===== config.mk =====
export PLATFORM = sky130hd
export DESIGN_NAME = telnet_tn3270_negotiation_parser_flat
export DESIGN_NICKNAME = d
export VERILOG_FILES = /design/src/rtl/tnneg_pkg.sv /design/src/rtl/tnneg_intf.sv /design/src/rtl/tnneg_front.sv /design/src/rtl/tnneg_fifo.sv /design/src/rtl/tnneg_back.sv /design/src/rtl/telnet_tn3270_negotiation_parser.sv /design/src/flat_wrapper.sv
export SDC_FILE = /design/constraint.sdc
export NUM_CORES = 1
export LEC_CHECK = 0
export ABC_AREA = 1
export BUFFER_PORTS_ARGS = -buffer_cell sky130_fd_sc_hd__buf_2
export CORE_UTILIZATION = 35
export CTS_CLUSTER_DIAMETER = 50
export CTS_CLUSTER_SIZE = 10
export DETAILED_ROUTE_END_ITERATION = 8
export GPL_ROUTABILITY_DRIVEN = 0
export GPL_TIMING_DRIVEN = 0
export HOLD_SLACK_MARGIN = 0.12
export MAX_ROUTING_LAYER = met4
export SLEW_MARGIN = 30
export SYNTH_ARGS = -nofsm -noshare
export SYNTH_HDL_FRONTEND = slang
export SYNTH_SLANG_ARGS = --single-unit

===== constraint.sdc =====
create_clock -name clk_i -period 7 [get_ports clk_i]
set_input_delay 0.7 -clock clk_i [delete_from_list [all_inputs] [get_ports clk_i]]
set_output_delay 0.7 -clock clk_i [all_outputs]
set_load 0.03 [all_outputs]

===== src/rtl/tnneg_pkg.sv =====
// Shared codes, segment list and job type of the negotiation parser
package tnneg_pkg;

  localparam logic [7:0] CIac    = 8'd255;
  localparam logic [7:0] CDont   = 8'd254;
  localparam logic [7:0] CWont   = 8'd252;
  localparam logic [7:0] CWill   = 8'd251;
  localparam logic [7:0] CSb     = 8'd250;
  localparam logic [7:0] CSe     = 8'd240;
  localparam logic [7:0] ORegime = 8'd29;
  localparam logic [7:0] OEor    = 8'd25;
  localparam logic [7:0] OTtype  = 8'd24;
  localparam logic [7:0] OBinary = 8'd0;
  localparam logic [7:0] SubIs   = 8'd0;
  localparam logic [7:0] SubAre  = 8'd1;
  localparam logic [7:0] SubSend = 8'd1;

  // verb code relative to WILL
  localparam logic [1:0] VerbWill = 2'd0;
  localparam logic [1:0] VerbDont = 2'd3;

  // Reply segments, emitted lowest bit first
  typedef enum logic [2:0] {
    SegWont,
    SegHdr,
    SegName,
    SegName2,
    SegClose,
    SegTtype,
    SegStatus
  } seg_e;

  localparam int SegNum = 7;

  typedef struct packed {
    logic [SegNum-1:0] segs;
    logic [7:0]        data;
    logic [4:0]        flags;
  } job_t;

endpackage


===== src/rtl/tnneg_intf.sv =====
// Item channels of the negotiation parser: received bytes in, results out
interface tnneg_in_if;
  logic       valid;
  logic       ready;
  logic [7:0] rx_byte;
  logic       block_end;

  modport source (output valid, output rx_byte, output block_end, input ready);
  modport sink   (input valid, input rx_byte, input block_end, output ready);
endinterface

interface tnneg_out_if;
  logic       valid;
  logic       ready;
  logic       result_kind;
  logic [7:0] tx_byte;
  logic [4:0] seen_flags;
  logic       tn3270_found;
  logic       regime_flavour;
  logic       run_last;

  modport source (output valid, output result_kind, output tx_byte, output seen_flags,
                  output tn3270_found, output regime_flavour, output run_last, input ready);
  modport sink   (input valid, input result_kind, input tx_byte, input seen_flags,
                  input tn3270_found, input regime_flavour, input run_last, output ready);
endinterface


===== src/rtl/tnneg_front.sv =====
// Front end: Telnet command parser that turns each item with results into a reply job
module tnneg_front import tnneg_pkg::*; #(
  parameter int SubCapacity = 512
) (
  input  logic       clk_i,
  input  logic       rst_ni,
  input  logic       accept_i,
  input  logic [7:0] rx_byte_i,
  input  logic       block_end_i,
  output logic       push_o,
  output job_t       job_o
);

  localparam int CntW = $clog2(SubCapacity);

  typedef enum logic [2:0] {
    PhIdle,
    PhCmd,
    PhOpt,
    PhSbOpt,
    PhSbData,
    PhSbEsc
  } phase_e;

  phase_e            phase_q, phase_d;
  logic [1:0]        verb_q, verb_d;
  logic [7:0]        sub_opt_q, sub_opt_d;
  logic [CntW-1:0]   sub_cnt_q, sub_cnt_d;
  logic              reg_open_q, reg_open_d;
  logic              name_open_q, name_open_d;
  logic              ttype_q, ttype_d;
  logic [4:0]        detect_q, detect_d;
  logic [SegNum-1:0] segs;
  logic              do_collect, do_finish;

  always_comb begin
    phase_d     = phase_q;
    verb_d      = verb_q;
    sub_opt_d   = sub_opt_q;
    sub_cnt_d   = sub_cnt_q;
    reg_open_d  = reg_open_q;
    name_open_d = name_open_q;
    ttype_d     = ttype_q;
    detect_d    = detect_q;
    segs        = '0;
    do_collect  = 1'b0;
    do_finish   = 1'b0;

    unique case (phase_q)
      PhIdle: begin
        if (rx_byte_i == CIac && !block_end_i) phase_d = PhCmd;
      end
      PhCmd: begin
        phase_d = PhIdle;
        if (rx_byte_i >= CWill && rx_byte_i <= CDont) begin
          if (!block_end_i) begin
            verb_d  = 2'(rx_byte_i - CWill);
            phase_d = PhOpt;
          end
        end else if (rx_byte_i == CSb && !block_end_i) begin
          phase_d = PhSbOpt;
        end
      end
      PhOpt: begin
        phase_d = PhIdle;
        if (verb_q == VerbWill) begin
          unique case (rx_byte_i)
            ORegime: detect_d[0] = 1'b1;
            OBinary: detect_d[1] = 1'b1;
            OEor:    detect_d[2] = 1'b1;
            OTtype:  detect_d[3] = 1'b1;
            default: ;
          endcase
        end else if (verb_q == VerbDont) begin
          segs[SegWont] = 1'b1;
        end
      end
      PhSbOpt: begin
        sub_opt_d   = rx_byte_i;
        sub_cnt_d   = '0;
        reg_open_d  = 1'b0;
        name_open_d = 1'b0;
        ttype_d     = 1'b0;
        phase_d     = block_end_i ? PhIdle : PhSbData;
      end
      PhSbData: begin
        if (block_end_i) begin
          do_finish = 1'b1;
          phase_d   = PhIdle;
        end else if (rx_byte_i == CIac) begin
          phase_d = PhSbEsc;
        end else begin
          do_collect = 1'b1;
        end
      end
      PhSbEsc: begin
        do_collect = rx_byte_i != CSe;
        do_finish  = rx_byte_i == CSe || block_end_i;
        phase_d    = do_finish ? PhIdle : PhSbData;
      end
      default: phase_d = PhIdle;
    endcase

    // collection first, then the close of the subnegotiation sees its flags
    if (do_collect && sub_cnt_q < CntW'(SubCapacity - 1)) begin
      if (sub_cnt_q == '0) begin
        if (sub_opt_q == ORegime && rx_byte_i == SubAre) begin
          detect_d[4]  = 1'b1;
          reg_open_d   = 1'b1;
          name_open_d  = 1'b1;
          segs[SegHdr] = 1'b1;
        end else if (sub_opt_q == OTtype && rx_byte_i == SubSend) begin
          ttype_d = 1'b1;
        end
      end else if (reg_open_q && name_open_q) begin
        if (rx_byte_i == 8'h20) begin
          name_open_d = 1'b0;
        end else begin
          segs[SegName]  = 1'b1;
          segs[SegName2] = rx_byte_i == CIac;
        end
      end
      sub_cnt_d = sub_cnt_q + 1'b1;
    end

    if (do_finish) begin
      segs[SegClose] = reg_open_d;
      segs[SegTtype] = ttype_d;
      reg_open_d     = 1'b0;
      name_open_d    = 1'b0;
      ttype_d        = 1'b0;
      sub_cnt_d      = '0;
    end

    if (block_end_i) begin
      phase_d         = PhIdle;
      segs[SegStatus] = 1'b1;
    end
  end

  assign push_o      = accept_i && (|segs);
  assign job_o.segs  = segs;
  assign job_o.data  = rx_byte_i;
  assign job_o.flags = detect_d;

  always_ff @(posedge clk_i or negedge rst_ni) begin
    if (!rst_ni) begin
      phase_q     <= PhIdle;
      verb_q      <= '0;
      sub_opt_q   <= '0;
      sub_cnt_q   <= '0;
      reg_open_q  <= 1'b0;
      name_open_q <= 1'b0;
      ttype_q     <= 1'b0;
      detect_q    <= '0;
    end else if (accept_i) begin
      phase_q     <= phase_d;
      verb_q      <= verb_d;
      sub_opt_q   <= sub_opt_d;
      sub_cnt_q   <= sub_cnt_d;
      reg_open_q  <= reg_open_d;
      name_open_q <= name_open_d;
      ttype_q     <= ttype_d;
      detect_q    <= detect_d;
    end
  end

endmodule


===== src/rtl/tnneg_fifo.sv =====
// Job queue between the parser and the reply emitter
module tnneg_fifo import tnneg_pkg::*; #(
  parameter int Depth = 4
) (
  input  logic clk_i,
  input  logic rst_ni,
  input  logic push_i,
  input  job_t data_i,
  output logic full_o,
  input  logic pop_i,
  output logic valid_o,
  output job_t data_o
);

  localparam int PtrW = $clog2(Depth);
  localparam int CntW = $clog2(Depth + 1);

  job_t            mem_q [Depth];
  logic [PtrW-1:0] wr_ptr_q, rd_ptr_q;
  logic [CntW-1:0] count_q;
  logic            do_push, do_pop;

  assign full_o  = count_q == CntW'(Depth);
  assign valid_o = count_q != '0;
  assign data_o  = mem_q[rd_ptr_q];
  assign do_push = push_i && !full_o;
  assign do_pop  = pop_i && valid_o;

  always_ff @(posedge clk_i) begin
    if (do_push) mem_q[wr_ptr_q] <= data_i;
  end

  always_ff @(posedge clk_i or negedge rst_ni) begin
    if (!rst_ni) begin
      wr_ptr_q <= '0;
      rd_ptr_q <= '0;
      count_q  <= '0;
    end else begin
      if (do_push) begin
        wr_ptr_q <= (wr_ptr_q == PtrW'(Depth - 1)) ? '0 : wr_ptr_q + 1'b1;
      end
      if (do_pop) begin
        rd_ptr_q <= (rd_ptr_q == PtrW'(Depth - 1)) ? '0 : rd_ptr_q + 1'b1;
      end
      if (do_push && !do_pop) begin
        count_q <= count_q + 1'b1;
      end else if (do_pop && !do_push) begin
        count_q <= count_q - 1'b1;
      end
    end
  end

endmodule


===== src/rtl/tnneg_back.sv =====
// Back end: expands each job into reply bytes, a status or both, one result a cycle unless the output stalls
module tnneg_back import tnneg_pkg::*; (
  input  logic          clk_i,
  input  logic          rst_ni,
  input  logic          job_valid_i,
  input  job_t          job_i,
  output logic          pop_o,
  tnneg_out_if.source   out_o
);

  function automatic logic [4:0] seg_len(seg_e s);
    logic [4:0] len;
    unique case (s)
      SegWont:  len = 5'd3;
      SegHdr:   len = 5'd4;
      SegClose: len = 5'd2;
      SegTtype: len = 5'd18;
      default:  len = 5'd1;
    endcase
    return len;
  endfunction

  // fixed terminal name of the type reply
  function automatic logic [7:0] term_char(logic [3:0] i);
    logic [7:0] c;
    unique case (i)
      4'd0:    c = 8'h49;
      4'd1:    c = 8'h42;
      4'd2:    c = 8'h4D;
      4'd3:    c = 8'h2D;
      4'd4:    c = 8'h33;
      4'd5:    c = 8'h32;
      4'd6:    c = 8'h37;
      4'd7:    c = 8'h39;
      4'd8:    c = 8'h2D;
      4'd9:    c = 8'h32;
      4'd10:   c = 8'h2D;
      4'd11:   c = 8'h45;
      default: c = 8'h00;
    endcase
    return c;
  endfunction

  function automatic logic [7:0] seg_byte(seg_e s, logic [4:0] idx, logic [7:0] data);
    logic [7:0] b;
    logic [4:0] k;
    k = idx - 5'd4;
    unique case (s)
      SegWont: begin
        unique case (idx)
          5'd0:    b = CIac;
          5'd1:    b = CWont;
          default: b = data;
        endcase
      end
      SegHdr: begin
        unique case (idx)
          5'd0:    b = CIac;
          5'd1:    b = CSb;
          5'd2:    b = ORegime;
          default: b = SubIs;
        endcase
      end
      SegName:  b = data;
      SegName2: b = CIac;
      SegClose: b = (idx == 5'd0) ? CIac : CSe;
      SegTtype: begin
        unique case (idx)
          5'd0:    b = CIac;
          5'd1:    b = CSb;
          5'd2:    b = OTtype;
          5'd3:    b = SubIs;
          5'd16:   b = CIac;
          5'd17:   b = CSe;
          default: b = term_char(k[3:0]);
        endcase
      end
      default: b = 8'h00;
    endcase
    return b;
  endfunction

  job_t       job_q;
  logic       busy_q;
  logic [4:0] idx_q;
  logic       out_valid_q;
  logic       kind_q, is_tn_q, flavour_q, last_q;
  logic [7:0] tx_q;
  logic [4:0] flags_q;

  seg_e              seg;
  logic [SegNum-1:0] rest;
  logic              more, seg_end, emit, job_done, slot_free;

  always_comb begin
    seg = SegStatus;
    for (int i = SegNum - 1; i >= 0; i--) begin
      if (job_q.segs[i]) seg = seg_e'(3'(i));
    end
  end

  assign rest      = job_q.segs & ~({{(SegNum-1){1'b0}}, 1'b1} << seg);
  assign more      = |rest;
  assign seg_end   = idx_q == seg_len(seg) - 5'd1;
  assign slot_free = !out_valid_q || out_o.ready;
  assign emit      = busy_q && slot_free;
  assign job_done  = emit && seg_end && !more;
  assign pop_o     = job_valid_i && (!busy_q || job_done);

  always_ff @(posedge clk_i or negedge rst_ni) begin
    if (!rst_ni) begin
      busy_q      <= 1'b0;
      job_q       <= '0;
      idx_q       <= '0;
      out_valid_q <= 1'b0;
    end else begin
      if (slot_free) out_valid_q <= emit;
      if (pop_o) begin
        busy_q <= 1'b1;
        job_q  <= job_i;
        idx_q  <= '0;
      end else if (emit) begin
        if (seg_end) begin
          idx_q      <= '0;
          job_q.segs <= rest;
          busy_q     <= more;
        end else begin
          idx_q <= idx_q + 1'b1;
        end
      end
    end
  end

  always_ff @(posedge clk_i) begin
    if (emit) begin
      kind_q    <= seg == SegStatus;
      tx_q      <= seg_byte(seg, idx_q, job_q.data);
      flags_q   <= (seg == SegStatus) ? job_q.flags : 5'd0;
      is_tn_q   <= seg == SegStatus &&
                   (job_q.flags[0] || (job_q.flags[1] && job_q.flags[2]));
      flavour_q <= seg == SegStatus && (job_q.flags[0] || job_q.flags[4]);
      last_q    <= seg_end && !more;
    end
  end

  assign out_o.valid          = out_valid_q;
  assign out_o.result_kind    = kind_q;
  assign out_o.tx_byte        = tx_q;
  assign out_o.seen_flags     = flags_q;
  assign out_o.tn3270_found   = is_tn_q;
  assign out_o.regime_flavour = flavour_q;
  assign out_o.run_last       = last_q;

endmodule


===== src/rtl/telnet_tn3270_negotiation_parser.sv =====
// Top level of the Telnet TN3270 negotiation parser
//
//   channel  dir  payload                                          handshake
//   in_i     in   rx_byte, block_end                               valid/ready
//   out_o    out  result_kind, tx_byte, seen_flags, tn3270_found,  valid/ready
//                 regime_flavour, run_last
//
// The parser takes one item per cycle while the job queue (QUEUE_DEPTH) has room.
// An item that causes results causes 1 to 19 of them; the emitter holds on it until all are sent.
// Items with no result never reach the queue; the output register holds under stall.
// Asynchronous reset clears parser state, queue pointers and emitter; no clearing pass.
module telnet_tn3270_negotiation_parser import tnneg_pkg::*; #(
  parameter int SUB_CAPACITY = 512,
  parameter int QUEUE_DEPTH  = 4
) (
  input  logic        clk_i,
  input  logic        rst_ni,
  tnneg_in_if.sink    in_i,
  tnneg_out_if.source out_o
);

  logic accept, push, full, pop, job_valid;
  job_t push_job, head_job;

  assign in_i.ready = !full;
  assign accept     = in_i.valid && !full;

  tnneg_front #(
    .SubCapacity (SUB_CAPACITY)
  ) u_front (
    .clk_i       (clk_i),
    .rst_ni      (rst_ni),
    .accept_i    (accept),
    .rx_byte_i   (in_i.rx_byte),
    .block_end_i (in_i.block_end),
    .push_o      (push),
    .job_o       (push_job)
  );

  tnneg_fifo #(
    .Depth (QUEUE_DEPTH)
  ) u_fifo (
    .clk_i   (clk_i),
    .rst_ni  (rst_ni),
    .push_i  (push),
    .data_i  (push_job),
    .full_o  (full),
    .pop_i   (pop),
    .valid_o (job_valid),
    .data_o  (head_job)
  );

  tnneg_back u_back (
    .clk_i       (clk_i),
    .rst_ni      (rst_ni),
    .job_valid_i (job_valid),
    .job_i       (head_job),
    .pop_o       (pop),
    .out_o       (out_o)
  );

endmodule


===== src/flat_wrapper.sv =====
// flat-port wrapper written by rule: the top's interface ports become plain ports
module telnet_tn3270_negotiation_parser_flat import tnneg_pkg::*;
#(
  parameter int SUB_CAPACITY = 512,
  parameter int QUEUE_DEPTH  = 4
)
  (clk_i, rst_ni, in_i_valid, in_i_rx_byte, in_i_block_end, in_i_ready, out_o_valid, out_o_result_kind, out_o_tx_byte, out_o_seen_flags, out_o_tn3270_found, out_o_regime_flavour, out_o_run_last, out_o_ready);
  tnneg_in_if in_i_i ();
  tnneg_out_if out_o_i ();
  input  logic clk_i;
  input  logic rst_ni;
  input wire logic [$bits(in_i_i.valid)-1:0] in_i_valid;
  input wire logic [$bits(in_i_i.rx_byte)-1:0] in_i_rx_byte;
  input wire logic [$bits(in_i_i.block_end)-1:0] in_i_block_end;
  output wire logic [$bits(in_i_i.ready)-1:0] in_i_ready;
  output wire logic [$bits(out_o_i.valid)-1:0] out_o_valid;
  output wire logic [$bits(out_o_i.result_kind)-1:0] out_o_result_kind;
  output wire logic [$bits(out_o_i.tx_byte)-1:0] out_o_tx_byte;
  output wire logic [$bits(out_o_i.seen_flags)-1:0] out_o_seen_flags;
  output wire logic [$bits(out_o_i.tn3270_found)-1:0] out_o_tn3270_found;
  output wire logic [$bits(out_o_i.regime_flavour)-1:0] out_o_regime_flavour;
  output wire logic [$bits(out_o_i.run_last)-1:0] out_o_run_last;
  input wire logic [$bits(out_o_i.ready)-1:0] out_o_ready;
  assign in_i_i.valid = in_i_valid;
  assign in_i_i.rx_byte = in_i_rx_byte;
  assign in_i_i.block_end = in_i_block_end;
  assign in_i_ready = in_i_i.ready;
  assign out_o_valid = out_o_i.valid;
  assign out_o_result_kind = out_o_i.result_kind;
  assign out_o_tx_byte = out_o_i.tx_byte;
  assign out_o_seen_flags = out_o_i.seen_flags;
  assign out_o_tn3270_found = out_o_i.tn3270_found;
  assign out_o_regime_flavour = out_o_i.regime_flavour;
  assign out_o_run_last = out_o_i.run_last;
  assign out_o_i.ready = out_o_ready;
  telnet_tn3270_negotiation_parser #(.SUB_CAPACITY(SUB_CAPACITY), .QUEUE_DEPTH(QUEUE_DEPTH)) u_core (.clk_i(clk_i), .rst_ni(rst_ni), .in_i(in_i_i), .out_o(out_o_i));
endmodule

==> impl_metrics.ini <==
[sta]
fin_crit_ns = 3.69
hold_viol = 0
skew_ns = 0.00985
fin_crit_sh_pct = 52.7
tightest_slew_ns = 0.927
tns_ns = 0
grt_setup_unrepaired = no
fmax_ghz = 0.271
maxSlewHeadroom_pct = 38.2
slew_violations = 0
setup_viol_count_final = 0

[detailed_routing]
drtIter0Drc = 304
drt-total-wl_mm = 17.4
wl_per_cell_um = 14.9
vias_per_cell = 4.95
route.detailed.drc = 0
vias = 5796
drt_pass1_iterations = 4
ant_nets = 0

[synth]
syn-num-nets = 861
ys.warnings.count = 0
synth_compound_area_share_pct = 11.4
ys_types = 40
synth_top_family_by_area = simple AND/OR/NAND/NOR gates
ys_top_cells_by_area = edfxtp_1, dfrtp_1, nand2_1, nor2_1, o21ai_0
synthTopCellsByCount = nand2_1, nor2_1, inv_1
synth_adder_area_share_pct = 3.82
netlist_instances = 825
ys_seq_elements = 161
yosys_most_used_dff = edfxtp_1
synth-simple-area-share_pct = 18.9
synthArstFlopShare_pct = 39.8
netlist_area_um2 = 7740
netlist.area_leader.share_pct = 37.6
synth_top_area_cell = edfxtp_1
synth.avg_cell_area_um2 = 9.38
yosys.cell_count.top_type = nand2_1
muxShareOfSynthArea_pct = 0.145
synth_edf_count = 97
ys_seq_area_share_pct = 58.3
synth_xor_area_share_pct = 0.566

[setup_path]
r2r_start = u_core.u_front.sub_cnt_q[2]
start_kind = primary input
r2r-end = u_core.u_fifo.count_q[2]
critPathKind = in -> reg
ff2ff_path_depth = 18
r2r_slack_ns = 3.52
critPathBufInv = 4
crit_arrival_ns = 3.98
cp_top_family = simple AND/OR/NAND/NOR gates
cp_common_cell = nand2_1
endpoint_kind = register
cp_num_cells = 21
required_ns = 7.29
path_cells = buf_2 > inv_1 > ha_1 > inv_1 > nor2_1 > nand2_1 > nand2_1 > nand2_1 > nand2_1 > nor2_1 > nand2_1 > nand2_1 > nand2_1 > nand3_1 > nand2_1 > inv_1 > ha_1 > fa_1 > a21oi_1 > o21ai_0 > xor2_1
cp_max_fo = 7
crit_path_top_delay_cell = nand2_1
cpPeakStageDelay_ns = 0.39

[clocking]
cts_max_level = 4
cts_resized = 0
tritoncts = built
cts_root_buf = clkbuf_16
cts_setup_buffers = 0
clk_latency_ns = 0.42
clk_pin_slew_ns = 0.06
hold_buffers = 0
clkSinkCount = 161
cts_buffers = 17
clockBufferDepth = 2

[grt]
antenna_found_initial = 0
use_met1_pct = 20.7
grt_pass1_vias = 5720
busiest_layer = met2
grt_use_met2_pct = 27.9
grt_pass1_wl_mm = 28.3
grtUsageTotal_pct = 17.0
use_met3_pct = 3.30
grt_max_degree = 34
grt_overflow = 0

[floorplan]
start_util_pct = 35.6
die_x_um = 151
die_h_um = 151
ios = 32
coreArea_um2 = 21800
core.rowCount = 54
dieArea_um2 = 22700

[run_status]
status = complete, no violations

[placed_design]
io_buffer_count = 31
placed_cell_area_um2 = 8370
dp_hpwl_mm = 11.9

[power]
p_leak_nw = 3.88
ir_drop_mv = 0.186
power_density_nw_per_um2 = 415

[layout]
final_net_count = 915
fillers = 2166
fin_util_pct = 40.9
antennaDiodeCount = 0
drive_above_1_share_pct = 9.65
fin_area_um2 = 8890
area_delta_synth_final_pct = 14.9

[flow_run]
cap_violations = 0

[worst_hold_path]
hp-class = in -> async
==> sequential cells by signal, summed over array words and instances (netlist names), 2 cells and up <==
register                        flops
u_core.u_fifo.mem_q                80
u_core.u_front.verb_q               2
u_core.u_back.idx_q                 5
u_core.u_back.out_o.tx_byte         8
u_core.u_front.detect_q             5
u_core.u_front.phase_q              3
u_core.u_fifo.rd_ptr_q              2
u_core.u_back.out_o.seen_flags      5
u_core.u_front.sub_opt_q            8
u_core.u_fifo.count_q               3
u_core.u_back.job_q                20
u_core.u_fifo.wr_ptr_q              2
u_core.u_front.sub_cnt_q            9
==> cells by family after synthesis <==
kind of cell | after synthesis
and+or+nand+nor | 343
adders and majority gates | 23
muxes | 1
buffers and inverters | 133
AOI/OAI and AO/OA | 159
DFF | 161
xor gates and xnor gates | 5
==> area by class of cell <==
type | count | area (µm²) | area share (%)
clock buffers | 18 | 429 | 4.82
plain buffers | 23 | 115 | 1.29
repair buffers | 35 | 248 | 2.79
clock inverters | 13 | 97.6 | 1.10
flip-flops and latches | 161 | 4510 | 50.8
inverters | 110 | 414 | 4.66
multi-input cells | 531 | 2730 | 30.7
well taps | 280 | 350 | 3.94
==> through the flow <==
step / worst slack [ns] / instances / hold slack [ns] / power (mW)
CTS: 3.29 / 1171 / 0.246 / 3.72
global route: 2.89 / 1171 / 0.257 / 3.96
global placement: 2.41 / 1136 / 0.442 / 2.84
detailed placement: 2.85 / 1140 / 0.447 / 2.87
finish: 3.31 / 1171 / 0.241 / 3.69
floorplan: 3.76 / 825 / 0.404 / 2.44
==> worst max path at each step <==
stage                     from                         end  slack [ns]
2_1_floorplan  in_i_rx_byte[0]   u_core.u_fifo.mem_q[0][0]        3.76
3_3_place_gp   in_i_rx_byte[0]  u_core.u_fifo.mem_q[0][11]        2.41
3_5_place_dp   in_i_rx_byte[1]    u_core.u_fifo.count_q[2]        2.85
4_1_cts        in_i_rx_byte[1]    u_core.u_fifo.count_q[2]        3.29
5_1_grt        in_i_rx_byte[1]    u_core.u_fifo.count_q[2]        2.89
6_report       in_i_rx_byte[1]    u_core.u_fifo.count_q[2]        3.31
==> power breakdown <==
part	switching (mW)	internal (mW)	leakage (nW)
Clock	0.360	0.479	0.245
Sequential	0.104	1.25	1.70
Combinational	1.04	0.456	1.93
Total	1.50	2.19	3.88
==> cells in the final DEF, fill, tap and decap left out, types with 2 or more instances in the layout <==
master        n
a21oi_1      22
buf_16        2
buf_2        32
buf_4         4
buf_6         2
clkbuf_1     16
clkbuf_16    17
clkinv_1      5
clkinv_2      3
clkinvlp_4    4
dfrtp_1      64
edfxtp_1     97
ha_1         22
inv_1       105
inv_2         4
nand2_1     153
nand2_4       3
nand3_1      40
nand4_1      19
nor2_1      107
nor2_4        5
nor3_1       10
o2111ai_1     2
o211ai_1     12
o21ai_0      79
o21ai_1      14
o22ai_1      22
o311ai_0      2
o31ai_1       2
xor2_1        4
==> routing by layer <==
| metal | vias up | part of all wire [%] |
|---|---|---|
| li1 | 2885 | - |
| met1 | 2758 | 45 |
| met2 | 135 | 49 |
| met3 | 18 | 4.7 |
| met4 | 0 | 1.4 |
| met5 | - | 0 |
No activity file was read; power rests on OpenSTA's default activity.
